### config.mk
export PLATFORM = sky130hd
export DESIGN_NAME = smx_div
export DESIGN_NICKNAME = d
export VERILOG_FILES = /design/src/rtl/core/smx_pkg.sv /design/src/rtl/core/smx_div.sv
export SDC_FILE = /design/constraint.sdc
export NUM_CORES = 1
export LEC_CHECK = 0
export ABC_AREA = 1
export ABC_CLOCK_PERIOD_IN_PS = 5250
export BUFFER_PORTS_ARGS = -buffer_cell sky130_fd_sc_hd__buf_4
export CORE_MARGIN = 2
export CORE_UTILIZATION = 50
export CTS_CLUSTER_DIAMETER = 120
export DETAILED_ROUTE_END_ITERATION = 8
export PLACE_DENSITY = 0.71
export RECOVER_POWER = 25
export SLEW_MARGIN = 5
export SYNTH_ARGS = -nofsm -noshare
export SYNTH_HDL_FRONTEND = slang
export SYNTH_SLANG_ARGS = --single-unit
### constraint.sdc
create_clock -name clk -period 5.25 [get_ports clk]
set_clock_uncertainty 0.15 [all_clocks]
set_input_delay 0.2625 -clock clk [delete_from_list [all_inputs] [get_ports clk]]
set_output_delay 0.2625 -clock clk [all_outputs]
set_load 0.005 [all_outputs]
### src/rtl/core/smx_pkg.sv
`default_nettype none
package smx_pkg;

  localparam int STACK_DEPTH = 512;
  localparam int CODE_DEPTH  = 1024;
  localparam int SA_W        = $clog2(STACK_DEPTH);
  localparam int SP_W        = SA_W + 1;
  localparam int PC_W        = $clog2(CODE_DEPTH);
  localparam int WORD_W      = 32;
  localparam int WIDE_W      = WORD_W + 2;

  typedef logic signed [WIDE_W-1:0] wide_t;

  // instruction codes
  typedef enum logic [3:0] {
    OP_NONE = 4'd0,
    OP_LIT  = 4'd1,
    OP_OPR  = 4'd2,
    OP_LOD  = 4'd3,
    OP_STO  = 4'd4,
    OP_CAL  = 4'd5,
    OP_RTN  = 4'd6,
    OP_INC  = 4'd7,
    OP_JMP  = 4'd8,
    OP_JPC  = 4'd9,
    OP_SYS  = 4'd10
  } op_t;

  // opr sub-codes
  localparam logic [WORD_W-1:0] OPR_ADD = 32'd1;
  localparam logic [WORD_W-1:0] OPR_SUB = 32'd2;
  localparam logic [WORD_W-1:0] OPR_MUL = 32'd3;
  localparam logic [WORD_W-1:0] OPR_DIV = 32'd4;
  localparam logic [WORD_W-1:0] OPR_EQL = 32'd5;
  localparam logic [WORD_W-1:0] OPR_NEQ = 32'd6;
  localparam logic [WORD_W-1:0] OPR_LSS = 32'd7;
  localparam logic [WORD_W-1:0] OPR_LEQ = 32'd8;
  localparam logic [WORD_W-1:0] OPR_GTR = 32'd9;
  localparam logic [WORD_W-1:0] OPR_GEQ = 32'd10;

  // sys sub-codes
  localparam logic [WORD_W-1:0] SYS_WRITE = 32'd1;
  localparam logic [WORD_W-1:0] SYS_READ  = 32'd2;
  localparam logic [WORD_W-1:0] SYS_HALT  = 32'd3;

  typedef enum logic [1:0] {
    ST_RUN   = 2'd0,
    ST_HALT  = 2'd1,
    ST_DIV0  = 2'd2,
    ST_FAULT = 2'd3
  } status_t;

  typedef enum logic [4:0] {
    S_CLEAR, S_IDLE, S_DECODE, S_RD_Y, S_RD_X, S_ALU, S_DIVW, S_WALK,
    S_WALKW, S_LOD, S_STO, S_CAL2, S_CAL3, S_RTN1, S_RTN2, S_JPC, S_SYSW,
    S_FINISH
  } state_t;

  function automatic logic in_stack(input wide_t v);
    return (v >= 0) && (v < STACK_DEPTH);
  endfunction

endpackage
`default_nettype wire

### src/rtl/core/smx_div.sv
`default_nettype none
module smx_div
  import smx_pkg::*;
(
  input  wire logic              clk,
  input  wire logic              rst,
  input  wire logic              start,
  input  wire logic [WORD_W-1:0] dividend,
  input  wire logic [WORD_W-1:0] divisor,
  output logic                   done,
  output logic [WORD_W-1:0]      quotient
);

  localparam int CNT_W = $clog2(WORD_W + 1);

  logic [WORD_W:0]   rem;
  logic [WORD_W-1:0] quo;
  logic [WORD_W-1:0] dvs;
  logic [CNT_W-1:0]  cnt;
  logic              act;
  logic [WORD_W:0]   shifted;
  logic [WORD_W:0]   diff;

  // one quotient bit per cycle, restoring
  assign shifted  = {rem[WORD_W-1:0], quo[WORD_W-1]};
  assign diff     = shifted - {1'b0, dvs};
  assign done     = act && (cnt == '0);
  assign quotient = quo;

  always_ff @(posedge clk) begin
    if (rst) begin
      act <= 1'b0;
      cnt <= '0;
    end else if (start) begin
      act <= 1'b1;
      cnt <= CNT_W'(WORD_W);
    end else if (done) begin
      act <= 1'b0;
    end else if (act) begin
      cnt <= cnt - 1'b1;
    end
  end

  always_ff @(posedge clk) begin
    if (start) begin
      rem <= '0;
      quo <= dividend;
      dvs <= divisor;
    end else if (act && (cnt != '0)) begin
      if (!diff[WORD_W]) begin
        rem <= diff;
        quo <= {quo[WORD_W-2:0], 1'b1};
      end else begin
        rem <= shifted;
        quo <= {quo[WORD_W-2:0], 1'b0};
      end
    end
  end

endmodule
`default_nettype wire

==> impl_metrics.csv, run 1 <==
group,metric,value,unit
status,outcome,"completed",
clock_tree,clockBufferDepth,2,
sta,relSlewSlack,36.8,%
min_path,hold_path_depth,3,
worst_setup_path,cpMostUsedCell,"nand2_1",
clock_tree,clk_latency,360,ps
worst_setup_path,critPathBufInv,2,
worst_setup_path,timing.rr.start,"quotient[31]$_DFFE_PP_",
route,final_antenna_net_count,0,
placed_design,io_buffers,99,
logic_synthesis,syn_nets,1143,
route,avgRoutedWirePerCell,11.8,um
logic_synthesis,yosys.cell_count.top_type,"nand2_1",
worst_setup_path,r2r-end,"rem[17]$_SDFFE_PP0P_",
worst_setup_path,reg2regPathDepth,17,
worst_setup_path,cp-start-kind,"flop",
sta,setup_viol,0,
die,dieArea,14700,sq um
die,fp.dieW,121,um
worst_setup_path,worstPathRequired,5340,ps
finish,postLayoutCellArea,8390,sq um
power_and_ir_drop,ir_worst_vdd,0.201,mV
die,die_h,121,um
power_and_ir_drop,power_density,230,nW/um^2
logic_synthesis,netlist_instances,1041,
route,drt-pass1-iter-count,5,
sta,period_share,52.3,%
sta,max_freq,364,MHz
grt,grt_max_degree,70,
logic_synthesis,synth_commonest_cells,"472 x nand2_1, 212 x inv_1, 64 x edfxtp_1",
finish,finalNetCount,1271,
logic_synthesis,syn_area,6870,sq um
route,via_per_inst,4.61,
worst_setup_path,critPathMaxStageDelay,410,ps
sta,hold_ws,13.5,ps
clock_tree,cts_tree,"built",
placed_design,dpl_cell_area,7760,sq um
grt,grt_overflow_total,0,
sta,worst_slew_pin_slew,948,ps
worst_setup_path,crit_type,"flop to flop",
sta,final_max_slew_viol_count,0,
worst_setup_path,r2r_slack,2500,ps
sta,setup_tns,0,ps
route,dr.first_iter.drc_count,296,
sta,fin_crit,2750,ps
clock_tree,clock_sinks,103,
die,start_util,51.5,%
finish,syn_to_final_growth,22.0,%
finish,antenna_cells,0,
grt,grtUsageTotal,23.4,%
clock_tree,clk_pin_slew,70,ps
worst_setup_path,crit_family,"simple AND/OR/NAND/NOR gates",
logic_synthesis,avgSynthCellArea,6.60,sq um
logic_synthesis,synth_area_leaders,"edfxtp_1 28%, nand2_1 26%, inv_1 12%, dfxtp_1 11%, ha_1 6.2%",
clock_tree,htree_levels,3,
clock_tree,root_buffer,"clkbuf_16",
min_path,hp-start,"dividend[28]",
logic_synthesis,synthFlopType,"edfxtp_1",
worst_setup_path,path_cells,"inv_1, ha_1, fa_1, inv_1, nand2_1, nand2_1, nand3_1, nand2_1, nand2_1, nand2_1, nand2_2, nand2_2, nand2_1, nand2_4, nand2_1, nand3_1, nand2_1",
route,route.vias.total,6224,
finish,drive_gt1_share,11.6,%
logic_synthesis,async_flop_share,0,%
logic_synthesis,ys_warn_count,0,
worst_setup_path,path_max_fanout,33,
logic_synthesis,ys_types,34,
grt,antenna_found_initial,0,
placed_design,gp_congestion,0.964,
logic_synthesis,synth-edff-count,64,
logic_synthesis,synth_top_area_share,28.0,%
logic_synthesis,synth-seq-area-share,39.3,%
clock_tree,post_cts_resize_count,0,
worst_setup_path,worstSetupEndpointType,"flop",
power_and_ir_drop,p_leak,4.60,nW
logic_synthesis,yosys_register_bits,103,
die,core_area,13300,sq um
die,rows,42,
worst_setup_path,slowest_stage,"fa_1",
finish,n_fill_cell,1279,
logic_synthesis,synth.largest_area_cell,"edfxtp_1",
route,wl,15900,um
job,max_cap_violations,0,
min_path,worstHoldEndpoint,"quotient[28]$_DFFE_PP_",
min_path,min_path_type,"primary input to flop",
sta,hold_viol,0,
worst_setup_path,arrival,2840,ps
clock_tree,cts_inserted_buffers,9,
die,ios,100,
grt,grt_pass1_vias,6022,
grt,grt_pass1_wl,27400,um
placed_design,dp_hpwl,11700,um
route,remaining_drc_errors,0,
sta,rsz0062_at_grt,"false",
-- per-layer routing --
layer / vias to the layer above / global-route usage (%) / share of wire [%]
li1: 3375 / - / -
met1: 2665 / 31.0 / 48
met2: 160 / 37.4 / 44
met3: 24 / 5.45 / 6.2
met4: 0 / 8.55 / 2.3
met5: - / 0 / 0
-- repair_timing --
item | CTS | global route
endpoints found under the hold margin | 34 | 0
hold buffers | 33 | 0
buffers inserted | 0 | 0
-- cell usage in the layout, fill, tap and decap left out, types with 2 or more instances in the layout --
cell,netlist,final
nand3b_1,2,2
nand2_1,472,472
dlygate4sd3_1,0,33
clkbuf_4,0,32
buf_4,1,70
o21ai_0,5,5
edfxtp_1,64,64
nand3_1,57,57
nor2_1,52,50
ha_1,34,34
nand2_4,2,2
o21ai_1,5,5
and2_1,5,5
nor2_2,3,5
inv_1,212,212
clkbuf_1,11,2
inv_2,6,6
nor3_1,7,7
clkbuf_16,0,9
dfxtp_1,39,39
xnor2_1,13,13
a21oi_1,22,22
clkinvlp_4,0,2
nand4_1,7,7
xor2_1,2,2
nand2_2,4,4
-- sequential cells by signal, indices dropped and copies added, names as in the netlist --
name,flops
quotient,32
cnt,6
dvs,32
rem,32
act,1
-- worst register-to-register path, cell delays in order (launching register included) --
cell      delay [ps]
edfxtp_1         350
inv_1             60
ha_1             220
fa_1             410
inv_1            100
nand2_1           50
nand2_1           90
nand3_1           70
nand2_1          120
nand2_1           70
nand2_1          100
nand2_2           90
nand2_2           70
nand2_1           80
nand2_4          320
nand2_1          100
nand3_1          100
nand2_1           70
-- power breakdown --
| part | internal, mW | switching, mW |
|---|---|---|
| clock | 0.376 | 0.319 |
| combinational | 0.133 | 0.156 |
| sequential | 0.918 | 0.0233 |
| total | 1.43 | 0.499 |
-- layout make-up --
class | count | area [sq um] | share of cell area [%]
clock buffers | 11 | 233 | 2.77
repair buffers | 135 | 1100 | 13.1
flip-flops and latches | 103 | 2700 | 32.2
clock inverters | 5 | 65.1 | 0.776
multi-input cells | 701 | 3250 | 38.7
inverters | 219 | 822 | 9.80
well taps | 176 | 220 | 2.63
-- stage by stage --
stage                     util, %  total power [mW]  worst slack [ps]  std cells
after floorplan                 -              1.10              2780       1041
after global placement       58.1              1.23              2600       1301
after detailed placement     58.1              1.23              2480       1301
after CTS                    62.8              1.95              2460       1350
after global routing         62.8              2.02              2210       1350
final                        62.8              1.93              2500       1350
-- kinds of logic (layout without fill, tap and decap cells) --
kind of cell / after synthesis / count (layout) / synth area share, %
AOI/OAI and AO/OA: 36 / 36 / 2.79
and+or+nand+nor: 615 / 615 / 36.0
adders and majority gates: 35 / 35 / 6.48
DFF: 103 / 103 / 39.3
buffers and inverters: 237 / 370 / 13.5
xor gates and xnor gates: 15 / 15 / 1.91
-- worst max-delay path by stage --
stage,startpoint,end,slack [ps],cells after the start
finish,quotient[31]$_DFFE_PP_,rem[17]$_SDFFE_PP0P_,2500,17
global route,quotient[31]$_DFFE_PP_,rem[8]$_SDFFE_PP0P_,2210,17
CTS,quotient[31]$_DFFE_PP_,rem[17]$_SDFFE_PP0P_,2460,17
detailed placement,quotient[31]$_DFFE_PP_,quotient[0]$_DFFE_PP_,2480,15
global placement,quotient[31]$_DFFE_PP_,quotient[0]$_DFFE_PP_,2600,15
floorplan,cnt[0]$_SDFFE_PP0P_,quotient[0]$_DFFE_PP_,2780,8
Note: power is estimated with default switching activity, not from simulation.
==> inputs of run 2 (changes only) <==
--- a/config.mk
+++ b/config.mk
@@ -6,13 +6,13 @@
 export NUM_CORES = 1
 export LEC_CHECK = 0
 export ABC_AREA = 1
-export ABC_CLOCK_PERIOD_IN_PS = 5250
+export ABC_CLOCK_PERIOD_IN_PS = 2500
 export BUFFER_PORTS_ARGS = -buffer_cell sky130_fd_sc_hd__buf_4
 export CORE_MARGIN = 2
 export CORE_UTILIZATION = 50
 export CTS_CLUSTER_DIAMETER = 120
 export DETAILED_ROUTE_END_ITERATION = 8
-export PLACE_DENSITY = 0.71
+export PLACE_DENSITY = 0.74
 export RECOVER_POWER = 25
 export SLEW_MARGIN = 5
 export SYNTH_ARGS = -nofsm -noshare
==> constraint.sdc (replaced) <==
create_clock -name clk -period 2.5 [get_ports clk]
set_clock_uncertainty 0.15 [all_clocks]
set_input_delay 0.125 -clock clk [delete_from_list [all_inputs] [get_ports clk]]
set_output_delay 0.125 -clock clk [all_outputs]
set_load 0.005 [all_outputs]
==> impl_metrics.csv, run 2 (synthesis gave the netlist of run 1 again) <==
group,metric,value,unit
clock_tree,clockBufferDepth,2,
sta,fin_crit,2510,ps
sta,relSlewSlack,37.5,%
min_path,hp-start,"start",
worst_setup_path,worstSetupEndpointType,"flop",
placed_design,io_buffers,99,
clock_tree,cts_inserted_buffers,9,
sta,period_share,100,%
finish,regArea,2700,sq um
grt,antenna_found_initial,0,
sta,max_freq,399,MHz
route,remaining_drc_errors,0,
status,outcome,"finished, violations left",
die,core_area,13300,sq um
job,max_cap_violations,0,
power_and_ir_drop,ir_worst_vdd,0.464,mV
finish,layout_commonest_cell,"nand2_1",
finish,postLayoutCellArea,9300,sq um
die,dieArea,14700,sq um
route,via_per_inst,4.86,
finish,n_fill_cell,1108,
route,route.vias.total,6865,
sta,hold_viol,0,
sta,setup_viol,3,
worst_setup_path,cp-start-kind,"flop",
finish,finalNetCount,1333,
power_and_ir_drop,pwr-share-comb,17.4,%
placed_design,dpl_cell_area,7900,sq um
die,fp.dieW,121,um
min_path,min_path_type,"primary input to flop",
clock_tree,cts_tree,"built",
worst_setup_path,worstSetupEndpoint,"rem[31]$_SDFFE_PP0P_",
finish,syn_to_final_growth,35.4,%
placed_design,dp.cells,1316,
clock_tree,clk_pin_slew,80,ps
worst_setup_path,r2r-end,"rem[31]$_SDFFE_PP0P_",
worst_setup_path,worstPathRequired,2610,ps
route,drt-pass1-iter-count,5,
power_and_ir_drop,pwr-share-seq,48.9,%
die,die_h,121,um
grt,grt_overflow_total,0,
worst_setup_path,r2r_slack,-9,ps
grt,grt_pass1_wl,29700,um
placed_design,gp_congestion,0.952,
finish,final_util,69.7,%
power_and_ir_drop,power_switching,1.10,mW
grt,grt_pass1_vias,6464,
route,dr.first_iter.drc_count,395,
finish,multi_input_area,3570,sq um
route,avgRoutedWirePerCell,13.5,um
placed_design,dpl_worst_slack,-76.2,ps
power_and_ir_drop,p_sw_share,27.1,%
route,final_antenna_net_count,0,
finish,drive_gt1_share,18.0,%
finish,final_cell_mix,"435 x nand2_1, 210 x inv_1, 92 x buf_4",
power_and_ir_drop,internal_power,2.95,mW
clock_tree,clock_sinks,103,
finish,antenna_cells,0,
worst_setup_path,reg2regPathDepth,17,
worst_setup_path,timing.rr.start,"dvs[0]$_DFFE_PP_",
route,wl,19100,um
die,rows,42,
grt,grt_max_degree,46,
sta,finalWorstSetupSlack,-9.40,ps
worst_setup_path,critPathLaunch,"dvs[0]$_DFFE_PP_",
die,start_util,51.5,%
sta,worst_slew_pin_slew,936,ps
finish,fin_cells,1412,
die,ios,100,
sta,rsz0062_at_grt,"true",
clock_tree,clk_latency,360,ps
power_and_ir_drop,power_density,435,nW/um^2
sta,final_max_slew_viol_count,0,
power_and_ir_drop,p_leak,5.01,nW
sta,setup_tns,-15.4,ps
power_and_ir_drop,clkPwrFrac,33.7,%
worst_setup_path,crit_type,"flop to flop",
clock_tree,root_buffer,"clkbuf_16",
status,failed_checks,"negative setup slack",
placed_design,dp_hpwl,12400,um
clock_tree,htree_levels,3,
worst_setup_path,arrival,2620,ps
worst_setup_path,path_max_fanout,4,
grt,grtUsageTotal,25.7,%
==> run 2: cell types whose count changed in the layout (fill, tap and decap cells not counted), moves of 6 or more <==
cell | previous run | this run
nand2_1 | 472 | 435
nand3_1 | 57 | 49
nand3_2 | 1 | 7
dlygate4sd3_1 | 33 | 65
buf_4 | 70 | 92
nand2_8 | 0 | 6
nand2_2 | 4 | 36
==> run 2: routing by layer <==
layer	part of all wire, %	track usage, %	up-vias
met3	7.2	6.11	45
met1	43	31.8	3041
met4	3.3	9.27	0
met5	0	0	-
met2	46	43.9	263
li1	-	-	3516
==> run 2: worst min-delay path by stage <==
stage | depth (start not counted) | slack [ps] | end
floorplan | 1 | 50 | act$_SDFFE_PP0P_
global placement | 1 | 150 | dvs[31]$_DFFE_PP_
detailed placement | 1 | 150 | dvs[10]$_DFFE_PP_
CTS | 1 | 30 | dvs[25]$_DFFE_PP_
global route | 1 | 30 | dvs[25]$_DFFE_PP_
finish | 1 | 30 | dvs[25]$_DFFE_PP_
==> run 2: final cells by class <==
class	count	share of cell area, %
Inverter	219	8.84
Clock buffer	10	2.46
Clock inverter	6	0.484
Sequential cell	103	29.1
Multi-Input combinational cell	704	38.4
Timing Repair Buffer	194	18.4
Tap cell	176	2.37
==> run 2: per-stage QoR <==
stage	total power, mW	hold WS (ps)
2_1_floorplan	2.32	47.4
3_3_place_gp	2.59	153
3_5_place_dp	2.60	154
4_1_cts	4.03	27.7
5_1_grt	4.24	29.4
6_report	4.05	31.0
==> run 2: power by group through the flow <==
stage | clock, mW | combinational [mW] | sequential [mW]
floorplan | 0 | 0.309 | 2.01
global placement | 0 | 0.581 | 2.01
detailed placement | 0 | 0.587 | 2.01
CTS | 1.38 | 0.673 | 1.98
global route | 1.46 | 0.781 | 1.99
finish | 1.36 | 0.705 | 1.98
==> run 2: repair_timing <==
action                                 4_1_cts  5_1_grt
pin swaps                                    1       40
gates resized for setup                      9       72
setup endpoints to repair                   30       33
gates cloned                                 2        4
buffers inserted                             3        8
endpoints found under the hold margin       71        0
hold buffers                                65        0
==> run 2: critical path: stages, from the launching register on <==
cell	delay, ps
edfxtp_1	420
ha_4	190
fa_2	400
inv_2	70
nand2_2	40
nand2_2	70
nand3_2	60
nand2_2	80
nand2_2	70
nand2_4	80
nand2_4	80
buf_6	130
nand3_4	90
buf_12	140
buf_8	110
nand3_2	60
nand2_2	70
o21ai_1	70
